$ cat config.mk
export PLATFORM = sky130hd
export DESIGN_NAME = hce_ctrl
export DESIGN_NICKNAME = d
export VERILOG_FILES = /design/src/rtl/hce_pkg.sv /design/src/rtl/hce_ctrl.sv
export SDC_FILE = /design/constraint.sdc
export NUM_CORES = 1
export LEC_CHECK = 0
export ABC_AREA = 0
export BUFFER_PORTS_ARGS = -buffer_cell sky130_fd_sc_hd__clkbuf_2
export CORE_MARGIN = 2
export CORE_UTILIZATION = 30
export CTS_BUF_LIST = sky130_fd_sc_hd__clkbuf_4
export CTS_CLUSTER_DIAMETER = 120
export CTS_CLUSTER_SIZE = 30
export DETAILED_ROUTE_END_ITERATION = 10
export GPL_ROUTABILITY_DRIVEN = 0
export SLEW_MARGIN = 20
export SYNTH_ARGS = -nofsm -noshare
export SYNTH_HDL_FRONTEND = slang
export SYNTH_SLANG_ARGS = --single-unit
$ cat constraint.sdc
create_clock -name i_clk -period 1.6 [get_ports i_clk]
set_clock_uncertainty 0.05 [all_clocks]
set_input_delay 0.24 -clock i_clk [delete_from_list [all_inputs] [get_ports i_clk]]
set_output_delay 0.24 -clock i_clk [all_outputs]
set_load 0.02 [all_outputs]
$ cat src/rtl/hce_pkg.sv
// Package for the Hermite curve evaluator: fixed-point constants, result kinds
// and the command/status structs between controller and datapath. No dependencies.
package hce_pkg;
    localparam int unsigned FB = 15;
    localparam logic signed [17:0] ONE = 18'sd32768;
    localparam logic signed [17:0] EPS = 18'sd33;

    localparam logic [2:0] KIND_SEG    = 3'd0;
    localparam logic [2:0] KIND_BELOW  = 3'd1;
    localparam logic [2:0] KIND_ABOVE  = 3'd2;
    localparam logic [2:0] KIND_NARROW = 3'd3;
    localparam logic [2:0] KIND_FEW    = 3'd4;

    typedef struct packed {
        logic start;   // latch sample and begin a search
        logic scan;    // step the segment scan
        logic prep;    // start the dividers for s and both slopes
        logic mul1;    // scaled slopes and s^2
        logic mul2;    // s^3
        logic mul3;    // basis weights times values
        logic fin;     // final sum into the output register
    } t_cmd;

    typedef struct packed {
        logic scan_done;  // the search has a result
        logic special;    // result already known without the Hermite sum
        logic div_done;   // all three dividers are finished
    } t_status;
endpackage

$ cat src/rtl/hce_ctrl.sv
// Controller state machine for the Hermite curve evaluator.
// Depends on hce_pkg.
module hce_ctrl import hce_pkg::*; (
    input  logic    i_clk,
    input  logic    i_rst_n,
    input  logic    i_valid,
    input  logic    i_mode,
    output logic    o_ready,
    output logic    o_valid,
    input  logic    i_ready,
    input  t_status i_sts,
    output t_cmd    o_cmd
);
    typedef enum logic [7:0] {
        S_IDLE = 8'b00000001, S_SCAN = 8'b00000010, S_PREP = 8'b00000100,
        S_DIV  = 8'b00001000, S_M1   = 8'b00010000, S_M2   = 8'b00100000,
        S_M3   = 8'b01000000, S_FIN  = 8'b10000000
    } t_state;
    t_state r_state, n_state;
    logic r_valid;

    assign o_ready = (r_state == S_IDLE) && (!r_valid || i_ready);
    assign o_valid = r_valid;

    // Next state and commands.
    always_comb begin
        n_state = r_state;
        o_cmd   = '0;
        case (r_state)
            S_IDLE: if (i_valid && o_ready && i_mode) begin
                o_cmd.start = 1'b1; n_state = S_SCAN;
            end
            S_SCAN: begin
                o_cmd.scan = 1'b1;
                if (i_sts.scan_done) n_state = i_sts.special ? S_FIN : S_PREP;
            end
            S_PREP: begin o_cmd.prep = 1'b1; n_state = S_DIV; end
            S_DIV: if (i_sts.div_done) begin o_cmd.mul1 = 1'b1; n_state = S_M2; end
            S_M2: begin o_cmd.mul2 = 1'b1; n_state = S_M3; end
            S_M3: begin o_cmd.mul3 = 1'b1; n_state = S_FIN; end
            S_FIN: if (!r_valid || i_ready) begin o_cmd.fin = 1'b1; n_state = S_IDLE; end
            S_M1: n_state = S_M2;
            default: n_state = S_IDLE;
        endcase
    end

    always_ff @(posedge i_clk) begin
        if (!i_rst_n) begin
            r_state <= S_IDLE;
            r_valid <= 1'b0;
        end else begin
            r_state <= n_state;
            if (o_cmd.fin) r_valid <= 1'b1;
            else if (i_ready) r_valid <= 1'b0;
        end
    end
endmodule

After elaboration in Yosys (flattened, before gate mapping)

Cells that the tools add are included.

Register bits after elaboration: 9
Bits of input ports: 8
Logic and storage cells: 39

Equality and inequality tests: 12
Muxes and demuxes: 18
Reductions and logical operators: 7

Operator list:

| cell               | number |
|---|---|
| $pmux 8 s8         | 1 |
| $mux 8             | 5 |
| $mux 1             | 12 |
| $eq 8x1->1 const B | 1 |
| $eq 8x2->1 const B | 1 |
| $eq 8x3->1 const B | 1 |
| $eq 8x4->1 const B | 1 |
| $eq 8x5->1 const B | 1 |
| $eq 8x6->1 const B | 1 |
| $eq 8x7->1 const B | 1 |
| $eq 8x8->1 const B | 1 |
| $ne 2x2->1 const B | 3 |
| $reduce_and 4->1   | 1 |
| $logic_and 1x1->1  | 3 |
| $ne 2x1->1 const B | 1 |
| $reduce_bool 2->1  | 1 |
| $logic_not 1->1    | 1 |
| $logic_or 1x1->1   | 1 |

Depth between registers and ports, before layout

Gate-level depths: netlist of the first run.

Depth in word-level cells: 7
Mapped depth: 6

Worst setup path after synthesis of the first run

OpenSTA, ideal clock, no wires.

Kind: register to output
Start: reg r_state[5]
End: out o_cmd[3] in the netlist's numbering
Arrival: 1.463 ns
Required time: 1.310 ns
Slack: -0.153 ns
Stages on the path, launching flop included: 3
Path through: dfxtp_1 > or3_1 > nor4_1

RTL lines:

| what                     | line           | text |
|---|---|---|
| start: declaration       | hce_ctrl.sv:19 | `t_state r_state, n_state;` |
| start signal: assignment | hce_ctrl.sv:52 | `r_state <= n_state;` |
| end: declaration         | hce_ctrl.sv:12 | `output t_cmd o_cmd` |

==> results of run 1 <==
per-stage QoR:
stage / utilization / setup TNS (ns) / setup WS, ns
after floorplan: - / 0 / 0.0570
after global placement: 0.394 / 0 / 0.0990
after detailed placement: 0.394 / 0 / 0.0782
after CTS: 0.445 / -0.450 / -0.135
after global routing: 0.499 / -0.478 / -0.121
final: 0.499 / -0.0732 / -0.0472
logic make-up (layout without fill, tap and decap cells):
kind of cell,count (synthesis),count (layout)
and+or+nand+nor,38,38
AOI/OAI and AO/OA,12,12
DFF,8,8
buffers and inverters,6,34
xor gates and xnor gates,1,1
power breakdown:
part	internal [uW]	switching [uW]	total, uW	leakage (uW)
clock network	86.4	76.4	163	0.0000138
logic	69.4	62.8	132	0.000278
registers	199	7.81	207	0.0000684
total	355	147	502	0.000360
registers in the layout (all words and copies together), names as in the netlist:
name,cells
o_valid,1
r_state,7
final cells by class:
type	instances	area [um2]
clock buffer	3	22.5
fill	179	866
inverter	4	15.0
multi-input combinational	51	420
sequential	8	176
tap	25	31.3
timing repair buffer	27	195
repair_timing:
action	in CTS	in global routing
setup buffers	4	4
gates resized for setup	11	24
pin swaps	3	8
endpoints found under the setup margin	8	13
how the worst max path moves through the flow:
stage / from / to / slack, ns / cells after the start
final: r_state[2] / o_cmd[5] / -0.05 / 5
after global placement: r_state[5] / o_cmd[3] / 0.1 / 3
after floorplan: r_state[5] / o_cmd[3] / 0.06 / 2
after global routing: r_state[2] / o_cmd[5] / -0.12 / 5
after detailed placement: r_state[5] / o_cmd[3] / 0.08 / 3
after CTS: r_state[5] / o_cmd[3] / -0.14 / 3
metal layers:
layer	vias to the layer above	global-route usage	share of wire
li1	293	-	-
met4	0	0.144	0.049
met3	8	0.0269	0.022
met1	269	0.189	0.45
met5	-	0	0
met2	14	0.205	0.48
worst max-delay path, cell delays in order, from the launching register on:
cell and delay [ns]:
dfxtp_4 0.37, nor3_4 0.23, buf_4 0.15, nand4b_1 0.11, inv_1 0.09, clkbuf_8 0.14
Yosys cell counts:
library cell and n:
o22a_1 1, a21oi_2 1, nand3b_1 1, o22ai_4 1, nand3_1 1, nor3b_1 1
o21ai_1 1, nand4b_1 2, nor2b_1 2, inv_1 4, o41ai_1 1, and4_1 2
nor3_1 2, a21oi_1 2, nand2_1 3, nor3b_2 1, nand4b_4 1, o21a_1 3
nor4_2 2, nor4_1 2, or2_4 1, and3_1 2, nor2_2 2, buf_2 2
or3_1 1, xor2_1 1, nor3_4 1, dfxtp_1 8, nor2_1 10, nand2b_1 1
o21ai_0 2
==> out/results.txt, run 1 <==
Diode count -> 0
Register area share after synthesis -> 0.291
Initial Utilization -> 0.319
Worst skew pair latency -> 0.26 ns
FF-to-FF setup slack -> 0.10 ns
Worst r2r src -> r_state[2]
Mux cell area share after synthesis -> 0
Netlist Area Pre-Place -> 551 um2
Cts bufs inserted -> 3
Fin crit period -> 1.65 ns
Vias in the first global route -> 505
Routed wire per std cell -> 12.8 um
Top-area cell type share of the netlist area -> 0.291
Syn avg cell area -> 8.47 um2
Clock sinks -> 8
Register bit total from synthesis -> 8
FF-to-FF path depth -> 6
Worst EP required -> 1.31 ns
Final net count -> 103
Hold slack -> 0.105 ns
Rel. slew slack -> 0.805
Failing checks -> negative setup slack
Post-detail-place hpwl -> 1040 um
Total wire length -> 1520 um
Hold path cells -> 2
Max-Cap Viols -> 0
Share of layout cells above drive strength 1 -> 0.591
Initial antenna violation count -> 0
Peak Freq -> 607 MHz
Final slew viol count -> 0
Worst hold start -> i_sts[1]
Post-synthesis compound-gate area fraction -> 0.170
Vias per Instance -> 4.95
Placed cell areas -> 681 um2
Peak VDD IR -> 0.294 mV
Status -> finished, violations left
Design Area, Final -> 861 um2
Leak pwr -> 0.000360 uW
CTS root buffer -> clkbuf_4
Core box area -> 1730 um2
DRC violations left -> 0
CP Class -> reg2out
Rows -> 15
Crit path DAT -> 1.36 ns
CTS H-Tree Depth -> 1
CP Capture Type -> output pin
Setup violations, final -> 4
Largest net degree at the start of global routing -> 9
Global route overflow -> 0
Final worst-path cycle share -> 1.03
Via count -> 584
Crit Path Max Fanout -> 5
Number of detailed-route iterations in the first pass -> 4
Overall Power -> 502 uW
Yosys cell types -> 31
Hold Vio Cnt, Final -> 0
Layout Cells excl Fill -> 118
XOR/XNOR share of the synthesized area -> 0.0159
Simple-gate share of the synthesized area -> 0.477
Initial drt markers -> 2
Syn Inst Count -> 65
Commonest non-fill, non-tap cell in the layout -> buf_4
Num ports -> 17
GRT Total Usage -> 0.149
Hold_buf cts -> 0
Hold Crit Class -> in2reg
Synth area leaders -> dfxtp_1 29%, nor2_1 6.8%, nor4_2 4.5%
RSZ-0062 raised after global routing -> yes
Largest family of logic cells by synthesized area -> simple AND/OR/NAND/NOR gates
Crit start category -> register
FF-to-FF End -> r_state[7]
Synth warn -> 0
CTS Buffer Depth -> 2
CTS tree -> done
Die area -> 2190 um2
Global-route wire length before repair -> 2210 um
Most frequent cells in the layout -> 14 x buf_4, 10 x clkbuf_2, 9 x nor2_1, 4 x inv_1, 4 x dfxtp_2
Setup ws final -> -0.0472 ns
Post-Syn Nets -> 73
Pwr/cell area -> 584 nW/um2
Post-Place Cells -> 107
Leading area contributor after synthesis -> dfxtp_1
Slew @ Worst Pin -> 0.288 ns
Synthesis-to-layout area growth -> 56.4%
Hold endpoint -> r_state[2]
Clock-pin slew on the worst setup and hold paths -> 0.06 ns
Port-buffer cells -> 16
Die Wd -> 46.8 um
Die height -> 46.8 um
Post-Synth Adder-Cell Area -> 0
Detail Route Antenna Nets -> 0
(Power assumes the default switching activity.)
==> run 2: changes to the inputs <==
--- a/config.mk
+++ b/config.mk
@@ -7,7 +7,6 @@
 export LEC_CHECK = 0
 export ABC_AREA = 0
 export BUFFER_PORTS_ARGS = -buffer_cell sky130_fd_sc_hd__clkbuf_2
-export CORE_MARGIN = 2
 export CORE_UTILIZATION = 30
 export CTS_BUF_LIST = sky130_fd_sc_hd__clkbuf_4
 export CTS_CLUSTER_DIAMETER = 120
@@ -18,3 +17,4 @@
 export SYNTH_ARGS = -nofsm -noshare
 export SYNTH_HDL_FRONTEND = slang
 export SYNTH_SLANG_ARGS = --single-unit
+export TNS_END_PERCENT = 20
==> constraint.sdc (replaced) <==
create_clock -name i_clk -period 1.8 [get_ports i_clk]
set_clock_uncertainty 0.05 [all_clocks]
set_input_delay 0.27 -clock i_clk [delete_from_list [all_inputs] [get_ports i_clk]]
set_output_delay 0.27 -clock i_clk [all_outputs]
set_load 0.02 [all_outputs]
==> out/results.txt, run 2 (synthesis gave the netlist of run 1 again) <==
Status -> finished clean
Initial Utilization -> 0.319
CP Capture Type -> output pin
Global-route wire length before repair -> 2210 um
Total wire length -> 1400 um
Hold Vio Cnt, Final -> 0
Met1 WL -> 593 um
Peak VDD IR -> 0.309 mV
Synthesis-to-layout area growth -> 36.6%
Routed wire per std cell -> 12.6 um
Met3 wire length -> 118 um
Rows -> 15
Crit path DAT -> 1.42 ns
Max-Cap Viols -> 0
Total negative slack -> 0 ns
WL met2 -> 661 um
Core box area -> 1730 um2
Fin crit period -> 1.74 ns
DP Worst Slack -> 0.226 ns
Final worst-path cycle share -> 0.968
Die Wd -> 44.8 um
Leak pwr -> 0.000313 uW
Share of layout cells above drive strength 1 -> 0.488
FF-to-FF path depth -> 5
Hold path cells -> 2
Die area -> 2010 um2
Max reg flops -> 7
Crit Path Max Fanout -> 7
FF-to-FF End -> r_state[0]
Initial antenna violation count -> 0
Clock sinks -> 8
Slew @ Worst Pin -> 0.419 ns
Diode count -> 0
Pwr/cell area -> 578 nW/um2
Vias per Instance -> 5.36
Worst skew pair latency -> 0.26 ns
Setup violations, final -> 0
Initial drt markers -> 20
Largest net degree at the start of global routing -> 11
CTS Buffer Depth -> 2
Worst path max stage delay -> 0.58 ns
Final slew viol count -> 0
Clock-pin slew on the worst setup and hold paths -> 0.06 ns
Largest Register -> r_state
Detail Route Antenna Nets -> 0
CTS tree -> done
Setup ws final -> 0.0570 ns
DRC violations left -> 0
Final net count -> 96
Hold Crit Class -> in2reg
Cts bufs inserted -> 3
Overall Power -> 435 uW
Highest routed layer -> met4
Num ports -> 17
Number of detailed-route iterations in the first pass -> 4
Post-detail-place hpwl -> 1030 um
Crit. Startpoint -> r_state[7]
CP Class -> reg2out
Rel. slew slack -> 0.720
Most frequent cells in the layout -> 13 x clkbuf_2, 10 x nor2_1, 5 x buf_4, 4 x inv_1, 4 x dfxtp_1
Die height -> 44.8 um
Worst EP required -> 1.48 ns
Layout Cells excl Fill -> 111
Crit start category -> register
Global route overflow -> 0
Commonest non-fill, non-tap cell in the layout -> clkbuf_2
Port-buffer cells -> 16
Vias in the first global route -> 500
RSZ-0062 raised after global routing -> yes
Critical path cell sequence -> nand4b_1 -> nor2_1 -> clkbuf_2
Worst r2r src -> r_state[2]
Post-Place Cells -> 106
Crit-path slowest cell -> dfxtp_1
GRT Total Usage -> 0.157
FF-to-FF setup slack -> 0.24 ns
CTS H-Tree Depth -> 1
Critical path endpoint -> o_cmd[0]
Peak Freq -> 574 MHz
CTS root buffer -> clkbuf_4
Via count -> 595
run 2: changes by cell type in the layout (fill, tap and decap cells not counted), moves of 2 or more:
cell / delta
buf_4: -9
dfxtp_1: +3
buf_2: +2
dfxtp_4: -2
clkbuf_2: +3
run 2: critical path: cells and delay by family, from the launching register on:
kind / cells / cell delay, ns
flops: 1 / 0.58
simple gates: 2 / 0.41
buf+inv: 1 / 0.18
run 2: stage by stage:
| stage | hold WS, ns | utilization | instance area, um2 |
|---|---|---|---|
| 3_3_place_gp | 0.411 | 0.386 | 667 |
| 2_1_floorplan | 0.291 | - | 551 |
| 5_1_grt | 0.130 | 0.436 | 752 |
| 6_report | 0.140 | 0.436 | 752 |
| 4_1_cts | 0.134 | 0.415 | 717 |
| 3_5_place_dp | 0.411 | 0.386 | 667 |
run 2: area by class of cell:
type	instances	area, um2
clock buffers	3	22.5
inverters	4	15.0
multi-input cells	51	403
flip-flops and latches	8	168
well taps	25	31.3
fillers	190	975
repair buffers	20	113
run 2: what timing repair did:
action                     4_1_cts  5_1_grt
buffers inserted                 1        1
setup endpoints to repair        3        5
hold buffers                     0        0
pin swaps                        3        5
resized for setup                7        9
cloned                           0        0
run 2: how the worst min path moves through the flow:
stage,from,endpoint
6_report,i_sts[1],r_state[2]
5_1_grt,i_sts[1],r_state[2]
2_1_floorplan,i_sts[1],r_state[2]
4_1_cts,i_sts[1],r_state[2]
3_3_place_gp,i_sts[1],r_state[2]
3_5_place_dp,i_sts[1],r_state[2]
run 2: per-layer routing:
| layer | up-vias | global-route usage |
|---|---|---|
| met5 | - | 0 |
| met4 | 0 | 0.0667 |
| met3 | 6 | 0.0760 |
| met2 | 36 | 0.232 |
| met1 | 274 | 0.193 |
| li1 | 279 | - |
run 2: power breakdown:
group / internal (uW) / total (uW) / switching, uW / leakage [uW]
Combinational: 46.1 / 95.6 / 49.5 / 0.000233
Clock: 77.2 / 151 / 74.2 / 0.0000138
Sequential: 180 / 188 / 7.39 / 0.0000663
==> run 3: changes to the inputs <==
--- a/config.mk
+++ b/config.mk
@@ -13,6 +13,7 @@
 export CTS_CLUSTER_SIZE = 30
 export DETAILED_ROUTE_END_ITERATION = 10
 export GPL_ROUTABILITY_DRIVEN = 0
+export PLACE_DENSITY = 0.55
 export SLEW_MARGIN = 20
 export SYNTH_ARGS = -nofsm -noshare
 export SYNTH_HDL_FRONTEND = slang
==> out/results.txt, run 3 (synthesis gave the netlist of run 1 again) <==
Core box area -> 1730 um2
Crit path DAT -> 1.41 ns
Via count -> 553
DP Worst Slack -> 0.234 ns
CTS H-Tree Depth -> 1
Global-route wire length before repair -> 2190 um
Final slew viol count -> 0
Number of detailed-route iterations in the first pass -> 4
Largest net degree at the start of global routing -> 11
Final worst-path cycle share -> 0.962
Buf/Inv on CP -> 1
Die height -> 44.8 um
CTS tree -> done
Final net count -> 94
Vias in the first global route -> 486
Initial drt markers -> 12
RSZ-0062 raised after global routing -> no
Diode count -> 0
Slew @ Worst Pin -> 0.331 ns
CP Class -> reg2out
Post-Place Cells -> 105
Clock sinks -> 8
Layout Cells excl Fill -> 109
Detail Route Antenna Nets -> 0
Peak Freq -> 577 MHz
Status -> finished clean
Routed wire per std cell -> 12.0 um
Initial antenna violation count -> 0
Worst EP required -> 1.48 ns
Hold_buf cts -> 0
Initial Utilization -> 0.319
Clock-pin slew on the worst setup and hold paths -> 0.05 ns
Setup violations, final -> 0
CTS Buffer Depth -> 2
Critical path cell sequence -> or3_4 -> nor4_2 -> buf_4
Hold Crit Class -> in2reg
Max-Cap Viols -> 0
Most frequent cells in the layout -> 15 x clkbuf_2, 10 x nor2_1, 4 x inv_1, 4 x dfxtp_1
Global route overflow -> 0
Peak VDD IR -> 0.423 mV
Rel. slew slack -> 0.779
Cts bufs inserted -> 3
GRT Total Usage -> 0.155
CTS root buffer -> clkbuf_4
Total negative slack -> 0 ns
Pwr/cell area -> 566 nW/um2
Leak pwr -> 0.000301 uW
Crit-path slowest cell -> or3_4
Vias per Instance -> 5.07
Crit Path Max Fanout -> 8
CP Capture Type -> output pin
Worst path max stage delay -> 0.40 ns
Post-detail-place hpwl -> 980 um
Die Wd -> 44.8 um
Rows -> 15
Max reg flops -> 7
Fin crit period -> 1.73 ns
Share of layout cells above drive strength 1 -> 0.476
Port-buffer cells -> 16
Crit-path leading delay family -> simple AND/OR/NAND/NOR gates
Worst skew pair latency -> 0.25 ns
Hold Vio Cnt, Final -> 0
Commonest non-fill, non-tap cell in the layout -> clkbuf_2
Num ports -> 17
Die area -> 2010 um2
Setup ws final -> 0.0680 ns
Total wire length -> 1310 um
DRC violations left -> 0
Largest Register -> r_state
Synthesis-to-layout area growth -> 31.8%
Crit start category -> register
## run 3: cell count changes in the layout (fill, tap and decap cells not counted), sizes merged
cell and change:
clkbuf +2, buf -4
## run 3: per-layer routing
layer  vias to the layer above  part of all wire  GRT usage
met4                         0             0.011     0.0606
met5                         -                 0          0
met1                       257              0.47      0.199
met3                         2             0.048     0.0760
met2                        19              0.47      0.224
li1                        275                 -          -
## run 3: through the flow
step / utilization / cell area [um2] / hold WS (ns) / total power [uW]
3_3_place_gp: 0.382 / 659 / 0.413 / 273
2_1_floorplan: - / 551 / 0.291 / 250
6_report: 0.420 / 726 / 0.155 / 411
5_1_grt: 0.420 / 726 / 0.146 / 443
3_5_place_dp: 0.382 / 659 / 0.415 / 274
4_1_cts: 0.404 / 698 / 0.145 / 417
## run 3: power breakdown
part	total, uW	leakage [uW]	internal, uW	switching (uW)
registers	190	0.0000666	180	9.92
clock network	136	0.0000138	76.2	59.9
logic	84.8	0.000220	40.6	44.2
## run 3: final timing paths
check                   from    endpoint  slack (ns)  depth (start not counted)
setup / recovery  r_state[5]    o_cmd[3]        0.07                          3
hold / removal      i_sts[1]  r_state[2]        0.15                          2
setup reg to reg  r_state[3]  r_state[5]        0.34                          5
hold reg to reg      o_valid     o_valid        0.51                          2
## run 3: what timing repair did
item / 4_1_cts / 5_1_grt
buffers inserted: 0 / 1
cloned: 0 / 0
resized for setup: 5 / 8
endpoints found under the setup margin: 2 / 5
pin swaps: 1 / 2
## run 3: area by class of cell
cell class / count / area, um2
Fill cell: 184 / 1000
Tap cell: 25 / 31.3
Sequential cell: 8 / 170
Clock buffer: 3 / 22.5
Inverter: 4 / 15.0
Multi-Input combinational cell: 51 / 389
Timing Repair Buffer: 18 / 97.6
